`src/rtl/lmcfd_pkg.sv`:
```
// package: command codes, chip register codes and frame helpers
`timescale 1ns / 1ps

package lmcfd_pkg;

    // command codes
    localparam logic [2:0] CMD_DRAW   = 3'd0;
    localparam logic [2:0] CMD_CLEAR  = 3'd1;
    localparam logic [2:0] CMD_FLUSH  = 3'd2;
    localparam logic [2:0] CMD_INIT   = 3'd3;
    localparam logic [2:0] CMD_BRIGHT = 3'd4;

    // chip register addresses
    localparam logic [7:0] REG_NO_OP    = 8'h00;
    localparam logic [7:0] REG_ROW_BASE = 8'h01;
    localparam logic [7:0] REG_DECODE   = 8'h09;
    localparam logic [7:0] REG_BRIGHT   = 8'h0A;
    localparam logic [7:0] REG_SCAN     = 8'h0B;
    localparam logic [7:0] REG_POWER    = 8'h0C;
    localparam logic [7:0] REG_TEST     = 8'h0F;

    localparam logic [3:0] BRIGHT_MAX = 4'd15;
    localparam logic [7:0] SCAN_ALL   = 8'd7;

    // frame layout
    localparam int WORD_W      = 16;
    localparam int CHAIN_SLOTS = 4;
    localparam int FRAME_W     = WORD_W * CHAIN_SLOTS;

    // init sequence steps
    localparam logic [2:0] INIT_POWER_OFF = 3'd0;
    localparam logic [2:0] INIT_TEST_OFF  = 3'd1;
    localparam logic [2:0] INIT_SCAN      = 3'd2;
    localparam logic [2:0] INIT_DECODE    = 3'd3;
    localparam logic [2:0] INIT_BRIGHT    = 3'd4;
    localparam logic [2:0] INIT_POWER_ON  = 3'd5;

    // same word in each of the first n slots, zero above
    function automatic logic [FRAME_W-1:0] broadcast(input logic [2:0] n,
                                                     input logic [WORD_W-1:0] w);
        logic [FRAME_W-1:0] f;
        f = '0;
        for (int k = 0; k < CHAIN_SLOTS; k++) begin
            if (3'(k) < n) begin
                f[k*WORD_W +: WORD_W] = w;
            end
        end
        return f;
    endfunction

    // word sent at each step of the init sequence
    function automatic logic [WORD_W-1:0] init_word(input logic [2:0] step,
                                                    input logic [3:0] bright);
        logic [WORD_W-1:0] w;
        case (step)
            INIT_POWER_OFF: w = {REG_POWER, 8'h00};
            INIT_TEST_OFF:  w = {REG_TEST, 8'h00};
            INIT_SCAN:      w = {REG_SCAN, SCAN_ALL};
            INIT_DECODE:    w = {REG_DECODE, 8'h00};
            INIT_BRIGHT:    w = {REG_BRIGHT, 4'h0, bright};
            INIT_POWER_ON:  w = {REG_POWER, 8'h01};
            default:        w = {REG_NO_OP, 8'h00};
        endcase
        return w;
    endfunction

endpackage

```
`src/rtl/lmcfd_ram.sv`:
```
// generic single-port-write, single-port-read ram with registered read
`timescale 1ns / 1ps

module lmcfd_ram #(
    parameter int WIDTH = 8,
    parameter int DEPTH = 32
) (
    input  logic                     i_clk,
    input  logic                     i_wr_en,
    input  logic [$clog2(DEPTH)-1:0] i_wr_addr,
    input  logic [WIDTH-1:0]         i_wr_data,
    input  logic [$clog2(DEPTH)-1:0] i_rd_addr,
    output logic [WIDTH-1:0]         o_rd_data
);

    logic [WIDTH-1:0] r_mem [DEPTH];
    logic [WIDTH-1:0] r_rd_data;

    // write port and registered read port
    always_ff @(posedge i_clk) begin
        if (i_wr_en) begin
            r_mem[i_wr_addr] <= i_wr_data;
        end
        r_rd_data <= r_mem[i_rd_addr];
    end

    assign o_rd_data = r_rd_data;

endmodule

```
`src/rtl/led_matrix_chain_frame_driver.sv`:
```
// top level: column store and frame sequencer for a chain of 8x8 led modules
`timescale 1ns / 1ps

// Commands enter on i_start while o_busy is low. Every frame appears on
// o_frame_words for exactly one cycle with o_frame_strobe, and the receiver
// cannot hold it off, so it must take one frame per cycle. Per item:
// a draw on the panel holds o_busy for one read of the column memory,
// then the write-back; a draw off the panel is dropped without setting
// o_busy; clear leaves o_busy low; set intensity leaves o_busy low and
// its frame appears in the next cycle; init holds o_busy while it sends
// one frame per init step, from power off to power on; flush, for each
// module in use, makes 8 column reads through the memory read port, waits
// for the last read data, then sends 8 row frames. The column memory is
// ready right after reset: per-entry valid bits stand in for the zero
// contents, so there is no clearing pass.
module led_matrix_chain_frame_driver #(
    parameter int MAX_MODULES = 4
) (
    input  logic        i_clk,
    input  logic        i_rst_n,
    input  logic        i_start,
    output logic        o_busy,
    input  logic [2:0]  i_command,
    input  logic signed [7:0] i_x_pos,
    input  logic signed [7:0] i_y_pos,
    input  logic        i_pixel_on,
    input  logic [7:0]  i_level,
    input  logic        i_cfg_wr_en,
    input  logic [2:0]  i_cfg_wr_data,
    output logic        o_frame_strobe,
    output logic [63:0] o_frame_words,
    output logic        o_last_frame
);

    localparam int STORE_DEPTH = 8 * MAX_MODULES;
    localparam int ADDR_W      = $clog2(STORE_DEPTH);
    localparam int MOD_W       = (MAX_MODULES > 1) ? $clog2(MAX_MODULES) : 1;

    typedef enum logic [2:0] {
        S_IDLE,
        S_DRAW_WR,
        S_FL_RD,
        S_FL_WAIT,
        S_FL_EMIT,
        S_INIT
    } t_state;

    t_state                      r_state;
    logic [2:0]                  r_module_count;
    logic [3:0]                  r_bright;
    logic [STORE_DEPTH-1:0]      r_valid;
    logic                        r_rd_vld;
    logic [ADDR_W-1:0]           r_draw_addr;
    logic [7:0]                  r_draw_mask;
    logic                        r_draw_on;
    logic [MOD_W-1:0]            r_mod;
    logic [2:0]                  r_col;
    logic [2:0]                  r_row;
    logic [2:0]                  r_step;
    logic                        r_cap_en;
    logic [2:0]                  r_cap_i;
    logic [7:0][7:0]             r_rows;
    logic                        r_strobe;
    logic [lmcfd_pkg::FRAME_W-1:0] r_words;
    logic                        r_last;

    logic              w_accept;
    logic [2:0]        w_mods;
    logic              w_last_mod;
    logic              w_draw_ok;
    logic [ADDR_W-1:0] w_rd_addr;
    logic [7:0]        w_ram_q;
    logic [7:0]        w_col;
    logic              w_we;
    logic [7:0]        w_wr_data;
    logic [3:0]        w_level;
    logic [lmcfd_pkg::WORD_W-1:0] w_row_word;

    assign w_accept = i_start && (r_state == S_IDLE);
    assign o_busy   = (r_state != S_IDLE);

    // modules in use, zero counts as one, saturates at the chain length
    always_comb begin
        if (r_module_count == 3'd0) begin
            w_mods = 3'd1;
        end else if (r_module_count > 3'(MAX_MODULES)) begin
            w_mods = 3'(MAX_MODULES);
        end else begin
            w_mods = r_module_count;
        end
    end

    assign w_last_mod = (r_mod == MOD_W'(w_mods - 3'd1));

    // pixel must lie on the modules in use
    assign w_draw_ok = !i_x_pos[7] && (i_x_pos[6:0] < {1'b0, w_mods, 3'b000})
                    && !i_y_pos[7] && (i_y_pos[6:3] == 4'd0);

    assign w_level = (i_level > 8'(lmcfd_pkg::BRIGHT_MAX)) ? lmcfd_pkg::BRIGHT_MAX
                                                          : i_level[3:0];

    // read address: pixel column while idle, module column during flush
    assign w_rd_addr = (r_state == S_FL_RD) ? ADDR_W'({r_mod, r_col})
                                            : ADDR_W'(i_x_pos[6:0]);

    // an entry never written since the last clear reads as zero
    assign w_col = r_rd_vld ? w_ram_q : 8'h00;

    // read-modify-write of one column
    assign w_we      = (r_state == S_DRAW_WR);
    assign w_wr_data = r_draw_on ? (w_col | r_draw_mask) : (w_col & ~r_draw_mask);

    assign w_row_word = {8'(lmcfd_pkg::REG_ROW_BASE + {5'd0, r_row}), r_rows[r_row]};

    lmcfd_ram #(
        .WIDTH (8),
        .DEPTH (STORE_DEPTH)
    ) u_store (
        .i_clk     (i_clk),
        .i_wr_en   (w_we),
        .i_wr_addr (r_draw_addr),
        .i_wr_data (w_wr_data),
        .i_rd_addr (w_rd_addr),
        .o_rd_data (w_ram_q)
    );

    // valid flag follows the read data, rows gather the flushed columns
    always_ff @(posedge i_clk) begin
        r_rd_vld <= r_valid[w_rd_addr];
        r_cap_i  <= r_col;
        if (r_cap_en) begin
            for (int r = 0; r < 8; r++) begin
                r_rows[r][3'd7 - r_cap_i] <= w_col[r];
            end
        end
    end

    // sequencer, configuration and registered outputs
    always_ff @(posedge i_clk) begin
        if (!i_rst_n) begin
            r_state        <= S_IDLE;
            r_module_count <= 3'd4;
            r_bright       <= lmcfd_pkg::BRIGHT_MAX;
            r_valid        <= '0;
            r_strobe       <= 1'b0;
            r_last         <= 1'b0;
            r_cap_en       <= 1'b0;
            r_mod          <= '0;
            r_col          <= '0;
            r_row          <= '0;
            r_step         <= '0;
        end else begin
            r_strobe <= 1'b0;
            r_last   <= 1'b0;
            r_cap_en <= (r_state == S_FL_RD);
            if (i_cfg_wr_en) begin
                r_module_count <= i_cfg_wr_data;
            end
            case (r_state)
                S_IDLE: begin
                    if (w_accept) begin
                        case (i_command)
                            lmcfd_pkg::CMD_DRAW: begin
                                if (w_draw_ok) begin
                                    r_draw_addr <= ADDR_W'(i_x_pos[6:0]);
                                    r_draw_mask <= 8'd1 << i_y_pos[2:0];
                                    r_draw_on   <= i_pixel_on;
                                    r_state     <= S_DRAW_WR;
                                end
                            end
                            lmcfd_pkg::CMD_CLEAR: begin
                                r_valid <= '0;
                            end
                            lmcfd_pkg::CMD_FLUSH: begin
                                r_mod   <= '0;
                                r_col   <= '0;
                                r_state <= S_FL_RD;
                            end
                            lmcfd_pkg::CMD_INIT: begin
                                r_step  <= lmcfd_pkg::INIT_POWER_OFF;
                                r_state <= S_INIT;
                            end
                            lmcfd_pkg::CMD_BRIGHT: begin
                                r_bright <= w_level;
                                r_strobe <= 1'b1;
                                r_last   <= 1'b1;
                                r_words  <= lmcfd_pkg::broadcast(w_mods,
                                                {lmcfd_pkg::REG_BRIGHT, 4'h0, w_level});
                            end
                            default: begin
                            end
                        endcase
                    end
                end
                S_DRAW_WR: begin
                    r_valid[r_draw_addr] <= 1'b1;
                    r_state              <= S_IDLE;
                end
                S_FL_RD: begin
                    r_col <= r_col + 3'd1;
                    if (r_col == 3'd7) begin
                        r_state <= S_FL_WAIT;
                    end
                end
                S_FL_WAIT: begin
                    r_row   <= '0;
                    r_state <= S_FL_EMIT;
                end
                S_FL_EMIT: begin
                    r_strobe <= 1'b1;
                    r_words  <= lmcfd_pkg::FRAME_W'(w_row_word) << {r_mod, 4'b0000};
                    r_row    <= r_row + 3'd1;
                    if (r_row == 3'd7) begin
                        if (w_last_mod) begin
                            r_last  <= 1'b1;
                            r_state <= S_IDLE;
                        end else begin
                            r_mod   <= r_mod + MOD_W'(1);
                            r_col   <= '0;
                            r_state <= S_FL_RD;
                        end
                    end
                end
                S_INIT: begin
                    r_strobe <= 1'b1;
                    r_words  <= lmcfd_pkg::broadcast(w_mods,
                                    lmcfd_pkg::init_word(r_step, r_bright));
                    r_step   <= r_step + 3'd1;
                    if (r_step == lmcfd_pkg::INIT_POWER_ON) begin
                        r_last  <= 1'b1;
                        r_state <= S_IDLE;
                    end
                end
                default: begin
                    r_state <= S_IDLE;
                end
            endcase
        end
    end

    assign o_frame_strobe = r_strobe;
    assign o_frame_words  = r_words;
    assign o_last_frame   = r_last;

endmodule

```
`config.mk`:
```
export PLATFORM = sky130hd
export DESIGN_NAME = led_matrix_chain_frame_driver
export DESIGN_NICKNAME = d
export VERILOG_FILES = /design/src/rtl/lmcfd_pkg.sv /design/src/rtl/lmcfd_ram.sv /design/src/rtl/led_matrix_chain_frame_driver.sv
export SDC_FILE = /design/constraint.sdc
export NUM_CORES = 1
export LEC_CHECK = 0
export CAP_MARGIN = 20
export CELL_PAD_IN_SITES_DETAIL_PLACEMENT = 0
export CELL_PAD_IN_SITES_GLOBAL_PLACEMENT = 1
export CORE_ASPECT_RATIO = 1.4
export CORE_MARGIN = 2
export CORE_UTILIZATION = 58
export DETAILED_ROUTE_END_ITERATION = 16
export DONT_BUFFER_PORTS = 1
export HOLD_SLACK_MARGIN = 0.12
export PLACE_DENSITY_LB_ADDON = 0.05
export SETUP_SLACK_MARGIN = 0.4
export SKIP_LAST_GASP = 1
export SYNTH_ARGS = -nofsm -noshare
export SYNTH_HDL_FRONTEND = slang
export SYNTH_SLANG_ARGS = --single-unit
```
`constraint.sdc`:
```
create_clock -name i_clk -period 6.2 [get_ports i_clk]
set_input_delay 0.62 -clock i_clk [delete_from_list [all_inputs] [get_ports i_clk]]
set_output_delay 0.62 -clock i_clk [all_outputs]
set_load 0.02 [all_outputs]
```
==> metrics.csv <==
stage,metric,value,unit
run_status,status,completed,
cells_and_area,layout-drive-gt1-share,14.8,%
route,wl_per_cell,25.9,µm
sta,fmax,0.289,GHz
floorplan,die_area,35000,µm²
global_routing,grt_pass1_wl,71.2,mm
synth,muxShareOfSynthArea,13.0,%
placed_design,dpl_worst_slack,2730,ps
floorplan,die_y,221,µm
synth,ys_types,66,
hold_path,hold_path_depth,0,
cts,cts_buffer_depth,3,
route,viasPerCell,6.35,
synth,synthArstFlopShare,0,%
route,drc,0,
synth,ys_seq_area_share,66.1,%
synth,yosys.area.top_type,edfxtp_1,
setup_path,reg2reg_from,r_state[2]$_SDFFE_PN0P_,
sta,hold_viol,0,
setup_path,r2r_setup_slack,2740,ps
synth,synth_adder_area_share,0.709,%
synth,synth_common_cells,"edfxtp_1 (382), nand2_1 (149), nor2_1 (129)",
cts,cts_num_sinks,450,
route,num_vias,11600,
synth,yosysMostFrequentCell,edfxtp_1,
sta,skew,15.0,ps
cts,root_buffer,clkbuf_16,
sta,fin_crit,3460,ps
cts,tritoncts,yes,
sta,slew_headroom,26.4,%
global_routing,grt_max_degree,78,
cells_and_area,antenna_cells,0,
flow_run,maxCapViolCount,0,
sta,tns,0,ps
synth,yosysTopAreaCellShare,59.1,%
sta,slew_violations,0,
placed_design,port_buffers,0,
placed_design,hpwl,31.0,mm
setup_path,reg2reg_depth,7,
power_and_ir_drop,vdd_ir_drop_max,0.283,mV
route,dr_wl_met3,2.83,mm
global_routing,grt_pass1_vias,11600,
route,wl_met2,25.4,mm
cts,cts_setup_buffers,0,
synth,synth_area_leaders,"edfxtp_1 (59%), mux4_2 (9.5%), dfxtp_1 (7.0%)",
synth,synth_warnings,0,
sta,grt_setup_unrepaired,false,
synth,synthesis.instances,1353,
global_routing,grtUsageTotal,27.8,%
floorplan,core-area,33100,µm²
sta,fin_crit_sh,55.8,%
hold_path,hold_end,r_draw_on$_DFFE_PP_,
cts,htree_levels,2,
setup_path,required,6650,ps
power_and_ir_drop,p_leak,6.86,nW
hold_path,min_from,i_pixel_on,
synth,ys.flop_type,edfxtp_1,
sta,setup_slack,2740,ps
synth,synth_top_family_by_area,multiplexers,
synth,syn_area,19400,µm²
setup_path,criticalPathCategory,reg -> reg,
sta,whs,159,ps
cells_and_area,fin_util,64.0,%
synth,yosys.area_share.simple,10.5,%
route,dr.pass1.iters,6,
route,drtIter0Drc,1063,
hold_path,hp-class,in -> reg,
synth,synth_xor_area_share,0,%
synth,avgSynthCellArea,14.4,µm²
route,top_layer,met4,
cells_and_area,nets,1387,
cts,cts_made_buffers,43,
route,wl,47.2,mm
cells_and_area,area_delta_synth_final,9.13,%
global_routing,overflow,0,
global_routing,antenna_found_initial,0,
setup_path,timing.rr.end,u_store.o_rd_data[2]$_DFF_P_,
sta,setup_violations,0,
synth,synth_compound_gate_area_share,7.14,%
setup_path,critical_path.endpoint_type,flop,
setup_path,worst-path-max-fanout,23,
route,ant_nets,0,
setup_path,startpoint_type,flop,
sta,worstMarginPinSlew,1100,ps
synth,synth_edf_count,382,
placed_design,gp_congestion,0.859,
floorplan,start_util,58.7,%
setup_path,arrival,3910,ps
floorplan,rows,79,
route,wl_met1,17.5,mm
cts,insertion_delay,570,ps
floorplan,ios,102,
floorplan,die_w,159,µm
power_and_ir_drop,powerDensity,315,nW/µm²
synth,ys_seq_elements,450,
cts,clk_pin_slew,70,ps
-- critical path, cell delays in order, from the launching register on --
cell	delay [ps]
dfxtp_1	770
or3b_1	560
buf_4	400
mux2_2	570
nor3_1	680
a32oi_1	170
nand4_1	130
nor3_1	60
-- where the power goes --
group | leakage, nW | switching, mW | internal (mW)
logic | 2.10 | 0.371 | 0.185
clock network | 0.712 | 1.13 | 1.57
registers | 4.04 | 0.0481 | 3.37
-- through the flow --
stage               cells  total power [mW]  cell area, µm²
CTS                  1819              6.72           21200
global route         1821              6.88           21200
finish               1821              6.68           21200
global placement     1738              4.03           19700
floorplan            1368              3.88           19500
detailed placement   1738              4.04           19700
-- final cells by class --
type / instances / area (µm²)
Multi-Input combinational cell: 822 / 6170
Inverter: 6 / 22.5
Sequential cell: 450 / 12800
Clock buffer: 56 / 1190
Tap cell: 445 / 557
Timing Repair Buffer: 18 / 148
Fill cell: 2469 / 11900
Clock inverter: 24 / 273
-- placed cells by master, fill, tap and decap left out, types with 21 or more instances in the layout --
master     count
o21ai_0       38
mux2i_1       42
nand3_1       34
dfxtp_1       67
mux4_2        82
mux2_2        21
clkbuf_16     45
edfxtp_1     382
a21oi_1       51
o22ai_1       28
nor2_1       129
nand2_1      149
-- timing repair --
item | in CTS | in global routing
gates resized for setup | 0 | 0
hold endpoints to repair | 4 | 0
hold buffers | 1 | 0
-- metal layers --
layer	up-vias	GRT usage, %
met5	-	0
met4	0	9.46
met3	96	3.96
met2	467	50.6
met1	5796	33.8
li1	5213	-
-- sequential cells by signal (all words and copies together), names as in the netlist, 2 cells and up --
name,cells
r_rows,64
r_draw_mask,8
r_cap_i,3
r_state,3
r_bright,4
r_row,3
r_module_count,3
o_frame_words,48
r_step,3
r_mod,2
u_store.r_mem,256
r_col,3
r_draw_addr,5
u_store.o_rd_data,8
r_valid,32
-- cell families after synthesis --
| kind of cell | after synthesis |
|---|---|
| other | 1 |
| AOI/OAI and AO/OA | 212 |
| muxes | 146 |
| buffers and inverters | 96 |
| adders and majority gates | 11 |
| and+or+nand+nor | 437 |
| DFF | 450 |
-- worst max-delay path by stage --
stage	start	endpoint	slack, ps	cells after the start
5_1_grt	r_state[2]$_SDFFE_PN0P_	u_store.o_rd_data[0]$_DFF_P_	2460	6
4_1_cts	r_state[2]$_SDFFE_PN0P_	u_store.o_rd_data[0]$_DFF_P_	2720	6
3_5_place_dp	r_state[2]$_SDFFE_PN0P_	u_store.o_rd_data[0]$_DFF_P_	2730	6
2_1_floorplan	r_module_count[2]$_SDFFE_PN1P_	r_draw_addr[0]$_DFFE_PP_	3340	8
6_report	r_state[2]$_SDFFE_PN0P_	u_store.o_rd_data[2]$_DFF_P_	2740	7
3_3_place_gp	r_state[2]$_SDFFE_PN0P_	u_store.o_rd_data[0]$_DFF_P_	2790	6
Power figures use the tool's default switching activity.
